===== src/hw/rtl/hdlm_pkg.sv =====
// Package for the half-duplex link master: payload types, phase and kind codes.
// No dependencies.
package hdlm_pkg;

   typedef struct packed {
      logic [2:0] kind;
      logic [7:0] byte_value;
      logic [8:0] request_length;
      logic [7:0] request_command;
      logic       line_empty;
   } req_type;

   typedef struct packed {
      logic       drive_valid;
      logic [7:0] drive_byte;
      logic       drive_enable;
      logic       got_valid;
      logic [7:0] got_byte;
      logic [7:0] got_index;
      logic       link_up;
      logic [7:0] peer_command;
      logic       send_ready;
      logic [2:0] phase;
      logic       last;
   } rsp_type;

   localparam logic [2:0] KIND_TICK = 3'd0;
   localparam logic [2:0] KIND_LINE = 3'd1;
   localparam logic [2:0] KIND_SEND = 3'd2;
   localparam logic [2:0] KIND_RECV = 3'd3;
   localparam logic [2:0] KIND_LOAD = 3'd4;

   localparam logic [2:0] PH_IDLE   = 3'd0;
   localparam logic [2:0] PH_WAIT   = 3'd1;
   localparam logic [2:0] PH_TXCMD  = 3'd2;
   localparam logic [2:0] PH_RXCMD  = 3'd3;
   localparam logic [2:0] PH_TXDATA = 3'd4;
   localparam logic [2:0] PH_RXDATA = 3'd5;

   localparam logic [7:0] HELLO_BYTE = 8'h55;

endpackage


===== src/hw/rtl/hdlm_ram.sv =====
// Generic single-port-write, single-port-read RAM with registered read.
// No dependencies.
module hdlm_ram #(
   parameter int WIDTH = 8,
   parameter int DEPTH = 256
) (
   input  logic                     clock,
   input  logic                     wr_en,
   input  logic [$clog2(DEPTH)-1:0] wr_addr,
   input  logic [WIDTH-1:0]         wr_data,
   input  logic [$clog2(DEPTH)-1:0] rd_addr,
   output logic [WIDTH-1:0]         rd_data
);
   logic [WIDTH-1:0] mem [DEPTH];

   always_ff @(posedge clock) begin
      if (wr_en) mem[wr_addr] <= wr_data;
      rd_data <= mem[rd_addr];
   end
endmodule


===== src/hw/rtl/hdlm_queue.sv =====
// Short request queue between the front end and the link engine.
// Depends on hdlm_pkg.
module hdlm_queue #(
   parameter int DEPTH = 2
) (
   input  logic              clock,
   input  logic              reset,
   input  logic              push,
   input  hdlm_pkg::req_type push_data,
   output logic              full,
   input  logic              pop,
   output hdlm_pkg::req_type pop_data,
   output logic              empty
);
   import hdlm_pkg::*;
   localparam int AW = (DEPTH > 1) ? $clog2(DEPTH) : 1;

   req_type        slot_ff [DEPTH];
   logic [AW-1:0]  wp_ff, wp_in, rp_ff, rp_in;
   logic [AW:0]    cnt_ff, cnt_in;
   logic           do_push, do_pop;

   assign full     = (cnt_ff == (AW+1)'(DEPTH));
   assign empty    = (cnt_ff == '0);
   assign pop_data = slot_ff[rp_ff];
   assign do_push  = push && !full;
   assign do_pop   = pop && !empty;

   // pointer and count update
   always_comb begin
      wp_in  = wp_ff;
      rp_in  = rp_ff;
      cnt_in = cnt_ff;
      if (do_push) wp_in = (wp_ff == AW'(DEPTH-1)) ? '0 : wp_ff + 1'b1;
      if (do_pop)  rp_in = (rp_ff == AW'(DEPTH-1)) ? '0 : rp_ff + 1'b1;
      if (do_push && !do_pop) cnt_in = cnt_ff + 1'b1;
      if (do_pop && !do_push) cnt_in = cnt_ff - 1'b1;
   end

   always_ff @(posedge clock) begin
      if (reset) begin
         wp_ff  <= '0;
         rp_ff  <= '0;
         cnt_ff <= '0;
      end else begin
         wp_ff  <= wp_in;
         rp_ff  <= rp_in;
         cnt_ff <= cnt_in;
      end
      if (do_push) slot_ff[wp_ff] <= push_data;
   end
endmodule


===== src/hw/rtl/hdlm_engine.sv =====
// Link engine: executes one queued request, drives bytes out of the payload store.
// Depends on hdlm_pkg and hdlm_ram.
module hdlm_engine #(
   parameter int MAX_PAYLOAD = 256,
   parameter int BURST_BYTES = 8
) (
   input  logic              clock,
   input  logic              reset,
   input  logic              req_valid,
   input  hdlm_pkg::req_type req_data,
   output logic              req_take,
   output logic              out_valid,
   output hdlm_pkg::rsp_type out_data,
   input  logic              out_take
);
   import hdlm_pkg::*;
   localparam int AW = (MAX_PAYLOAD > 1) ? $clog2(MAX_PAYLOAD) : 1;
   localparam int LW = $clog2(MAX_PAYLOAD + 1);
   localparam int BW = $clog2(BURST_BYTES + 1);

   // sequencer codes
   localparam logic [1:0] SQ_IDLE  = 2'd0;
   localparam logic [1:0] SQ_READ  = 2'd1;
   localparam logic [1:0] SQ_BURST = 2'd2;
   localparam logic [1:0] SQ_EMIT  = 2'd3;

   logic [1:0]    sq_ff, sq_in;
   logic [2:0]    phase_ff, phase_in;
   logic [7:0]    own_ff, own_in, peer_ff, peer_in;
   logic [LW-1:0] txl_ff, txl_in, rxl_ff, rxl_in, rxt_ff, rxt_in;
   logic [LW-1:0] txt_ff, txt_in, echo_ff, echo_in;
   logic          conn_ff, conn_in;
   logic [AW-1:0] lp_ff, lp_in;
   logic [BW-1:0] bl_ff, bl_in;
   rsp_type       r_ff, r_in;
   logic          rv_ff, rv_in;

   logic          wr_en;
   logic [AW-1:0] rd_addr;
   logic [7:0]    rd_data;
   logic [LW-1:0] len;
   logic [LW:0]   lenx;
   logic          go_burst, go_cmd;
   logic [LW-1:0] sent;

   hdlm_ram #(.WIDTH(8), .DEPTH(MAX_PAYLOAD)) u_store (
      .clock(clock), .wr_en(wr_en), .wr_addr(lp_ff), .wr_data(req_data.byte_value),
      .rd_addr(rd_addr), .rd_data(rd_data));

   assign req_take  = req_valid && (sq_ff == SQ_IDLE) && !rv_ff;
   assign wr_en     = req_take && (req_data.kind == KIND_LOAD);
   assign out_valid = rv_ff;
   assign out_data  = r_ff;
   assign lenx      = (LW+1)'(req_data.request_length);
   assign len       = (lenx > (LW+1)'(MAX_PAYLOAD)) ? LW'(MAX_PAYLOAD) : LW'(lenx);
   assign sent      = txt_ff - txl_ff;
   // sent stays below MAX_PAYLOAD while a burst byte is read
   assign rd_addr   = AW'(sent);

   // request execution and burst sequencing
   always_comb begin
      logic [7:0]    b;
      logic          clr, idle_go;
      sq_in = sq_ff; phase_in = phase_ff; own_in = own_ff; peer_in = peer_ff;
      txl_in = txl_ff; rxl_in = rxl_ff; rxt_in = rxt_ff; txt_in = txt_ff;
      echo_in = echo_ff; conn_in = conn_ff; lp_in = lp_ff; bl_in = bl_ff;
      r_in = r_ff; rv_in = rv_ff;
      go_burst = 1'b0; go_cmd = 1'b0; clr = 1'b0; idle_go = 1'b0;
      b = req_data.byte_value;
      r_in.got_valid = 1'b0; r_in.got_byte = '0; r_in.got_index = '0;

      if (rv_ff && out_take) rv_in = 1'b0;

      case (sq_ff)
         SQ_IDLE: if (req_take) begin
            case (req_data.kind)
               KIND_TICK: begin
                  if (phase_ff == PH_IDLE) go_cmd = 1'b1;
                  else if ((phase_ff == PH_RXCMD || phase_ff == PH_RXDATA) &&
                           req_data.line_empty) begin
                     conn_in = 1'b0; clr = 1'b1; go_cmd = 1'b1;
                  end
               end
               KIND_LINE: begin
                  case (phase_ff)
                     PH_TXCMD: begin
                        if (echo_ff != '0) echo_in = echo_ff - 1'b1;
                        if (peer_ff == '0) phase_in = PH_RXCMD;
                        else if (rxl_ff != '0) phase_in = PH_RXDATA;
                     end
                     PH_RXCMD: begin
                        peer_in = b;
                        if (b == HELLO_BYTE) begin
                           if (txl_ff != '0) go_burst = 1'b1; else idle_go = 1'b1;
                        end else if (rxl_ff == '0) phase_in = PH_WAIT;
                        else if (txl_ff != '0) go_burst = 1'b1;
                        else go_cmd = 1'b1;
                     end
                     PH_TXDATA: begin
                        if (echo_ff != '0) echo_in = echo_ff - 1'b1;
                        if (txl_ff != '0 && echo_in == txl_ff) begin
                           sq_in = SQ_READ;
                           bl_in = (txl_ff < LW'(BURST_BYTES)) ? BW'(txl_ff)
                                                                : BW'(BURST_BYTES);
                        end else if (echo_in == '0) begin
                           if (rxl_ff != '0) phase_in = PH_RXDATA; else idle_go = 1'b1;
                        end
                     end
                     PH_RXDATA: begin
                        if (rxl_ff == '0) idle_go = 1'b1;
                        else begin
                           r_in.got_valid = 1'b1;
                           r_in.got_byte  = b;
                           r_in.got_index = 8'(rxt_ff - rxl_ff);
                           rxl_in = rxl_ff - 1'b1;
                           if (rxl_ff == LW'(1)) idle_go = 1'b1;
                        end
                     end
                     default: ;
                  endcase
               end
               KIND_SEND: begin
                  own_in = req_data.request_command;
                  txl_in = len; txt_in = len; lp_in = '0;
               end
               KIND_RECV: begin
                  rxl_in = len; rxt_in = len;
                  if (phase_ff == PH_WAIT) begin
                     if (txl_ff != '0) go_burst = 1'b1;
                     else if (len != '0) go_cmd = 1'b1;
                     else idle_go = 1'b1;
                  end
               end
               KIND_LOAD: lp_in = (lp_ff == AW'(MAX_PAYLOAD-1)) ? '0 : lp_ff + 1'b1;
               default: ;
            endcase

            if (idle_go) begin
               phase_in = PH_IDLE;
               if (peer_in != '0) conn_in = 1'b1;
               clr = 1'b1;
            end
            if (clr) begin
               own_in = '0; txl_in = '0; txt_in = '0; peer_in = '0;
               rxl_in = '0; rxt_in = '0; echo_in = '0;
            end
            if (go_cmd) begin
               phase_in = PH_TXCMD; echo_in = LW'(1);
               r_in.drive_valid = 1'b1;
               r_in.drive_byte  = (own_in != '0) ? own_in : HELLO_BYTE;
            end else begin
               r_in.drive_valid = 1'b0; r_in.drive_byte = '0;
            end
            if (go_burst) begin
               phase_in = PH_TXDATA; echo_in = txl_ff; sq_in = SQ_READ;
               bl_in = (txl_ff < LW'(BURST_BYTES)) ? BW'(txl_ff) : BW'(BURST_BYTES);
            end
            if (sq_in == SQ_IDLE) begin
               r_in.last = 1'b1; rv_in = 1'b1;
            end
         end
         SQ_READ: sq_in = SQ_BURST;
         // one byte per pass: RAM read data valid here
         SQ_BURST: begin
            r_in.drive_valid = 1'b1;
            r_in.drive_byte  = rd_data;
            r_in.last        = (bl_ff == BW'(1));
            txl_in = txl_ff - 1'b1;
            bl_in  = bl_ff - 1'b1;
            rv_in  = 1'b1;
            sq_in  = SQ_EMIT;
         end
         SQ_EMIT: if (rv_ff && out_take) begin
            r_in.got_valid = 1'b0;
            sq_in = (bl_ff == '0) ? SQ_IDLE : SQ_BURST;
            if (bl_ff != '0) sq_in = SQ_READ;
         end
         default: sq_in = SQ_IDLE;
      endcase

      // status fields reflect state after the request
      r_in.drive_enable = (phase_in == PH_TXCMD || phase_in == PH_TXDATA);
      r_in.link_up      = conn_in;
      r_in.peer_command = (phase_in == PH_WAIT) ? peer_in : '0;
      r_in.send_ready   = (phase_in == PH_IDLE && own_in == '0);
      r_in.phase        = phase_in;
      // a waiting result stays put until a new request or burst byte replaces it
      if (sq_ff == SQ_READ || sq_ff == SQ_EMIT || (sq_ff == SQ_IDLE && !req_take))
         r_in = r_ff;
      if (sq_ff == SQ_EMIT && rv_ff && out_take) r_in.got_valid = 1'b0;
   end

   always_ff @(posedge clock) begin
      if (reset) begin
         sq_ff <= SQ_IDLE; phase_ff <= PH_IDLE; own_ff <= '0; peer_ff <= '0;
         txl_ff <= '0; rxl_ff <= '0; rxt_ff <= '0; txt_ff <= '0; echo_ff <= '0;
         conn_ff <= 1'b0; lp_ff <= '0; bl_ff <= '0; rv_ff <= 1'b0;
      end else begin
         sq_ff <= sq_in; phase_ff <= phase_in; own_ff <= own_in; peer_ff <= peer_in;
         txl_ff <= txl_in; rxl_ff <= rxl_in; rxt_ff <= rxt_in; txt_ff <= txt_in;
         echo_ff <= echo_in; conn_ff <= conn_in; lp_ff <= lp_in; bl_ff <= bl_in;
         rv_ff <= rv_in;
      end
      r_ff <= r_in;
   end
endmodule


===== src/hw/rtl/half_duplex_link_master_top.sv =====
// Half-duplex link master, top level.
// Each request passes through the request queue and then the engine's result register.
// The engine takes a new request only when idle with no result waiting; burst bytes
// pass one at a time through the payload RAM read and one result register.
// Reset: synchronous active-high reset idles the link; payload RAM is not cleared.
module half_duplex_link_master_top #(
   parameter int MAX_PAYLOAD = 256,
   parameter int BURST_BYTES = 8
) (
   input  logic              clock,
   input  logic              reset,
   input  logic              push,
   input  hdlm_pkg::req_type req_data,
   output logic              full,
   output logic              empty,
   input  logic              pop,
   output hdlm_pkg::rsp_type rsp_data
);
   import hdlm_pkg::*;

   req_type q_data;
   logic    q_empty, q_take, out_valid;

   // front end: request queue
   hdlm_queue #(.DEPTH(2)) u_queue (
      .clock(clock), .reset(reset), .push(push), .push_data(req_data), .full(full),
      .pop(q_take), .pop_data(q_data), .empty(q_empty));

   // back end: link engine
   hdlm_engine #(.MAX_PAYLOAD(MAX_PAYLOAD), .BURST_BYTES(BURST_BYTES)) u_engine (
      .clock(clock), .reset(reset), .req_valid(!q_empty), .req_data(q_data),
      .req_take(q_take), .out_valid(out_valid), .out_data(rsp_data), .out_take(pop));

   assign empty = !out_valid;
endmodule

===== config.mk =====
export PLATFORM = sky130hd
export DESIGN_NAME = half_duplex_link_master_top
export DESIGN_NICKNAME = d
export VERILOG_FILES = /design/src/hw/rtl/hdlm_pkg.sv /design/src/hw/rtl/hdlm_ram.sv /design/src/hw/rtl/hdlm_queue.sv /design/src/hw/rtl/hdlm_engine.sv /design/src/hw/rtl/half_duplex_link_master_top.sv
export SDC_FILE = /design/constraint.sdc
export NUM_CORES = 2
export LEC_CHECK = 0
export ABC_AREA = 1
export CELL_PAD_IN_SITES_DETAIL_PLACEMENT = 1
export CELL_PAD_IN_SITES_GLOBAL_PLACEMENT = 2
export CORE_UTILIZATION = 40
export DETAILED_ROUTE_END_ITERATION = 10
export DONT_BUFFER_PORTS = 1
export HOLD_SLACK_MARGIN = 0.03
export MAX_ROUTING_LAYER = met4
export PLACE_DENSITY_LB_ADDON = 0.25
export SLEW_MARGIN = 20
export SYNTH_ARGS = -nofsm -noshare
export SYNTH_HDL_FRONTEND = slang
export SYNTH_SLANG_ARGS = --single-unit
export TNS_END_PERCENT = 50

===== constraint.sdc =====
create_clock -name clock -period 5.9 [get_ports clock]
set_clock_uncertainty 0.05 [all_clocks]
set_input_delay 0.295 -clock clock [delete_from_list [all_inputs] [get_ports clock]]
set_output_delay 0.295 -clock clock [all_outputs]
set_load 0.01 [all_outputs]

==> results.cfg <==
[logic_synthesis]
synth_seq_area_share_pct = 72.4
yosysTopAreaCell = edfxtp_1
synth_edf_count = 2146
synth_top_area_share_pct = 70.4
synth.most_common_cell = edfxtp_1
syn_area_mm2 = 0.0916
yosys_most_used_dff = edfxtp_1
async_flop_share_pct = 0
netlist_top_cells_area = edfxtp_1 70%, nor2_1 8.1%, o32ai_1 4.9%
syn_nets = 7667
synth_cell_types = 55
synth_area_per_cell_um2 = 12.0
synth_cells = 7601
synth-seq-cells = 2238
netlist_top_cells_count = 2146 x edfxtp_1, 1978 x nor2_1, 900 x nand2_1, 575 x o21ai_0, 512 x o32ai_1
ys_warn_count = 0

[floorplan]
start_util_pct = 40.2
core-area_mm2 = 0.227
die_x_um = 480
pin_count = 76
rows = 175
dieArea_mm2 = 0.231
die-height_um = 480

[critical_path]
reg2reg_to = u_engine.u_store.mem[118][6]
ff2ff_setup_slack_ns = 0.96
cp.arrival_ns = 5.38
start_kind = register
path_class = register to register
cp.required_ns = 6.34
r2r_cells = 15
critPathMaxFanout = 23
crit_path_end_kind = register

[clocking]
post_cts_resized = 0
cts_buffers = 233
clockBufferDepth = 3
clk_pin_slew_ns = 0.07
hold_buffers = 63
htreeDepth = 4
tritoncts = built
cts_post_setup_buffers_inserted = 0
cts.sinks = 2238
clkLatencyLatePin_ns = 0.88
cts-root-buf = clkbuf_16

[sta]
tightest_slew_ns = 1.22
fin_setup_tns_ns = 0
period_minus_slack_ns = 4.94
finalWorstSetupSlack_ns = 0.964
fmaxAchievable_mhz = 203
slew_violations = 0
min_period_over_period_pct = 83.7
setup-violations-final = 0
hold_viol = 0
maxSlewHeadroom_pct = 18.4
rsz0062_at_grt = no

[job]
maxCapViolCount = 0

[routing]
viasPerCell = 5.71
drt-initial-drc-count = 5343
drtPass1Iterations = 5
wl_per_cell_um = 26.6
drc = 0
vias = 61400
wl_mm = 286
ant_nets = 0

[worst_hold_path]
hold_depth = 4
hold_class = input pin to register
hold_start = pop
hold_end = u_engine.out_data[30]

[placed_design]
port_buffers = 0
place_hpwl_mm = 167
gp_congestion = 0.870
dp_slack_ns = 0.949

[outcome]
outcome = finished clean

[global_route]
grt_pass1_vias = 63000
grt_usage_pct = 25.3
overflow = 0
grt_max_degree = 179
grt_first_pass_wirelength_mm = 423
antenna_found_initial = 10

[power_and_ir_drop]
clockPowerShare_pct = 26.9
switchingPower_uw = 22100
ir_worst_vdd_mv = 0.586
power_density_mw_per_mm2 = 534
p_comb_share_pct = 37.1
swShare_pct = 40.0
power_leakage_uw = 0.0331
p_int_uw = 33100
pwr-share-seq_pct = 36.0

[finish]
fin_util_pct = 45.4
syn_to_final_growth_pct = 12.9
drive_gt1_share_pct = 7.44
fin_nets = 7599
==> through the flow <==
| step | std cells | power [µW] | hold slack [ns] | area, µm² |
|---|---|---|---|---|
| 2_1_floorplan | 7601 | 32200 | 0.344 | 91600 |
| 3_3_place_gp | 10200 | 40400 | 0.319 | 95100 |
| 3_5_place_dp | 10200 | 40600 | 0.322 | 95100 |
| 4_1_cts | 10700 | 55500 | 0.161 | 103000 |
| 5_1_grt | 10700 | 57500 | 0.245 | 103000 |
| 6_report | 10800 | 55200 | 0.225 | 103000 |
==> worst max-delay path, stage by stage, from the launching register on <==
cell and delay (ns):
dfxtp_1 0.47, buf_4 0.30, inv_4 0.23, nand2_1 0.08, nand2_1 0.17, inv_1 0.06
nor2_1 0.16, buf_4 0.19, inv_1 0.08, nor2_1 0.12, buf_4 0.20, inv_1 0.07
nor2_1 0.32, nand2_2 0.75, buf_4 0.47, nor2_1 0.77
==> final cells by class <==
| cell class | count | area, µm² |
|---|---|---|
| diodes | 3 | 7.51 |
| clock buffers | 286 | 6090 |
| clock inverters | 154 | 1540 |
| fillers | 23500 | 124000 |
| inverters | 150 | 618 |
| multi-input cells | 4695 | 22900 |
| flip-flops and latches | 2238 | 66300 |
| well taps | 3009 | 3760 |
| repair buffers | 215 | 2210 |
==> power groups by stage <==
stage               combinational [µW]  clock [µW]  sequential (µW)
floorplan                        11700           0            20500
global placement                 20200           0            20200
detailed placement               20400           0            20200
CTS                              20500       15100            19900
global route                     22000       15700            19900
finish                           20500       14900            19900
==> placed cells by master (no fill, tap or decap), types with 17 or more instances in the layout <==
| cell type | synthesis | layout |
|---|---|---|
| edfxtp_1 | 2146 | 2146 |
| nor2_1 | 1978 | 1974 |
| nand2_1 | 900 | 886 |
| o21ai_0 | 575 | 574 |
| o32ai_1 | 512 | 512 |
| nand3_1 | 308 | 303 |
| clkbuf_16 | 0 | 235 |
| inv_1 | 129 | 122 |
| buf_4 | 1 | 118 |
| dfxtp_1 | 92 | 92 |
| a31oi_1 | 81 | 81 |
| a21oi_1 | 73 | 73 |
| dlygate4sd3_1 | 0 | 62 |
| clkinv_1 | 4 | 59 |
| clkinv_2 | 0 | 50 |
| clkbuf_1 | 426 | 49 |
| o21ai_1 | 34 | 35 |
| buf_12 | 0 | 33 |
| a32oi_1 | 32 | 32 |
| ha_1 | 31 | 30 |
| bufinv_16 | 0 | 27 |
| nor3_1 | 21 | 20 |
| nand3b_1 | 17 | 17 |
==> routing by layer <==
metal	share of wire [%]	GRT usage [%]	vias to the layer above
li1	-	-	27500
met1	45	34.6	32000
met2	47	40.0	1529
met3	4.6	2.83	395
met4	2.7	6.96	0
met5	0	-	-
==> state kept, by name, summed over array words and instances (netlist names), named ones only <==
name	count
u_engine.txt_ff	8
u_engine.out_valid	1
u_engine.rxt_ff	8
u_engine.own_ff	8
u_engine.u_store.mem	2048
u_engine.echo_ff	9
u_engine.bl_ff	4
u_queue.wp_ff	1
u_engine.txl_ff	9
u_queue.rp_ff	1
u_engine.u_store.rd_data	8
u_engine.peer_ff	8
u_engine.rxl_ff	9
u_queue.cnt_ff	2
u_queue.slot_ff	58
u_engine.sq_ff	2
u_engine.conn_ff	1
u_engine.phase_ff	3
u_engine.lp_ff	8
u_engine.out_data	41
==> cells by family (layout without fill, tap and decap cells) <==
logic type      count (synthesis)  after routing  synth area share (%)
flops                        2238           2238                  72.4
buf+inv                       668            805                  2.83
simple gates                 3282           3282                  14.2
compound gates               1361           1361                  9.92
fa+ha+maj                      33             33                 0.467
other cells                     0              3                     0
xor+xnor                       19             19                 0.182
==> worst max path at each step <==
stage                  start                           end  slack [ns]
finish              register  u_engine.u_store.mem[118][6]        0.96
detailed placement  register  u_engine.u_store.mem[118][3]        0.95
floorplan           register         u_engine.out_data[10]        0.29
CTS                 register  u_engine.u_store.mem[118][6]        0.90
global placement    register  u_engine.u_store.mem[118][2]        1.06
global route        register  u_engine.u_store.mem[118][6]        0.71
(Power assumes the default switching activity.)
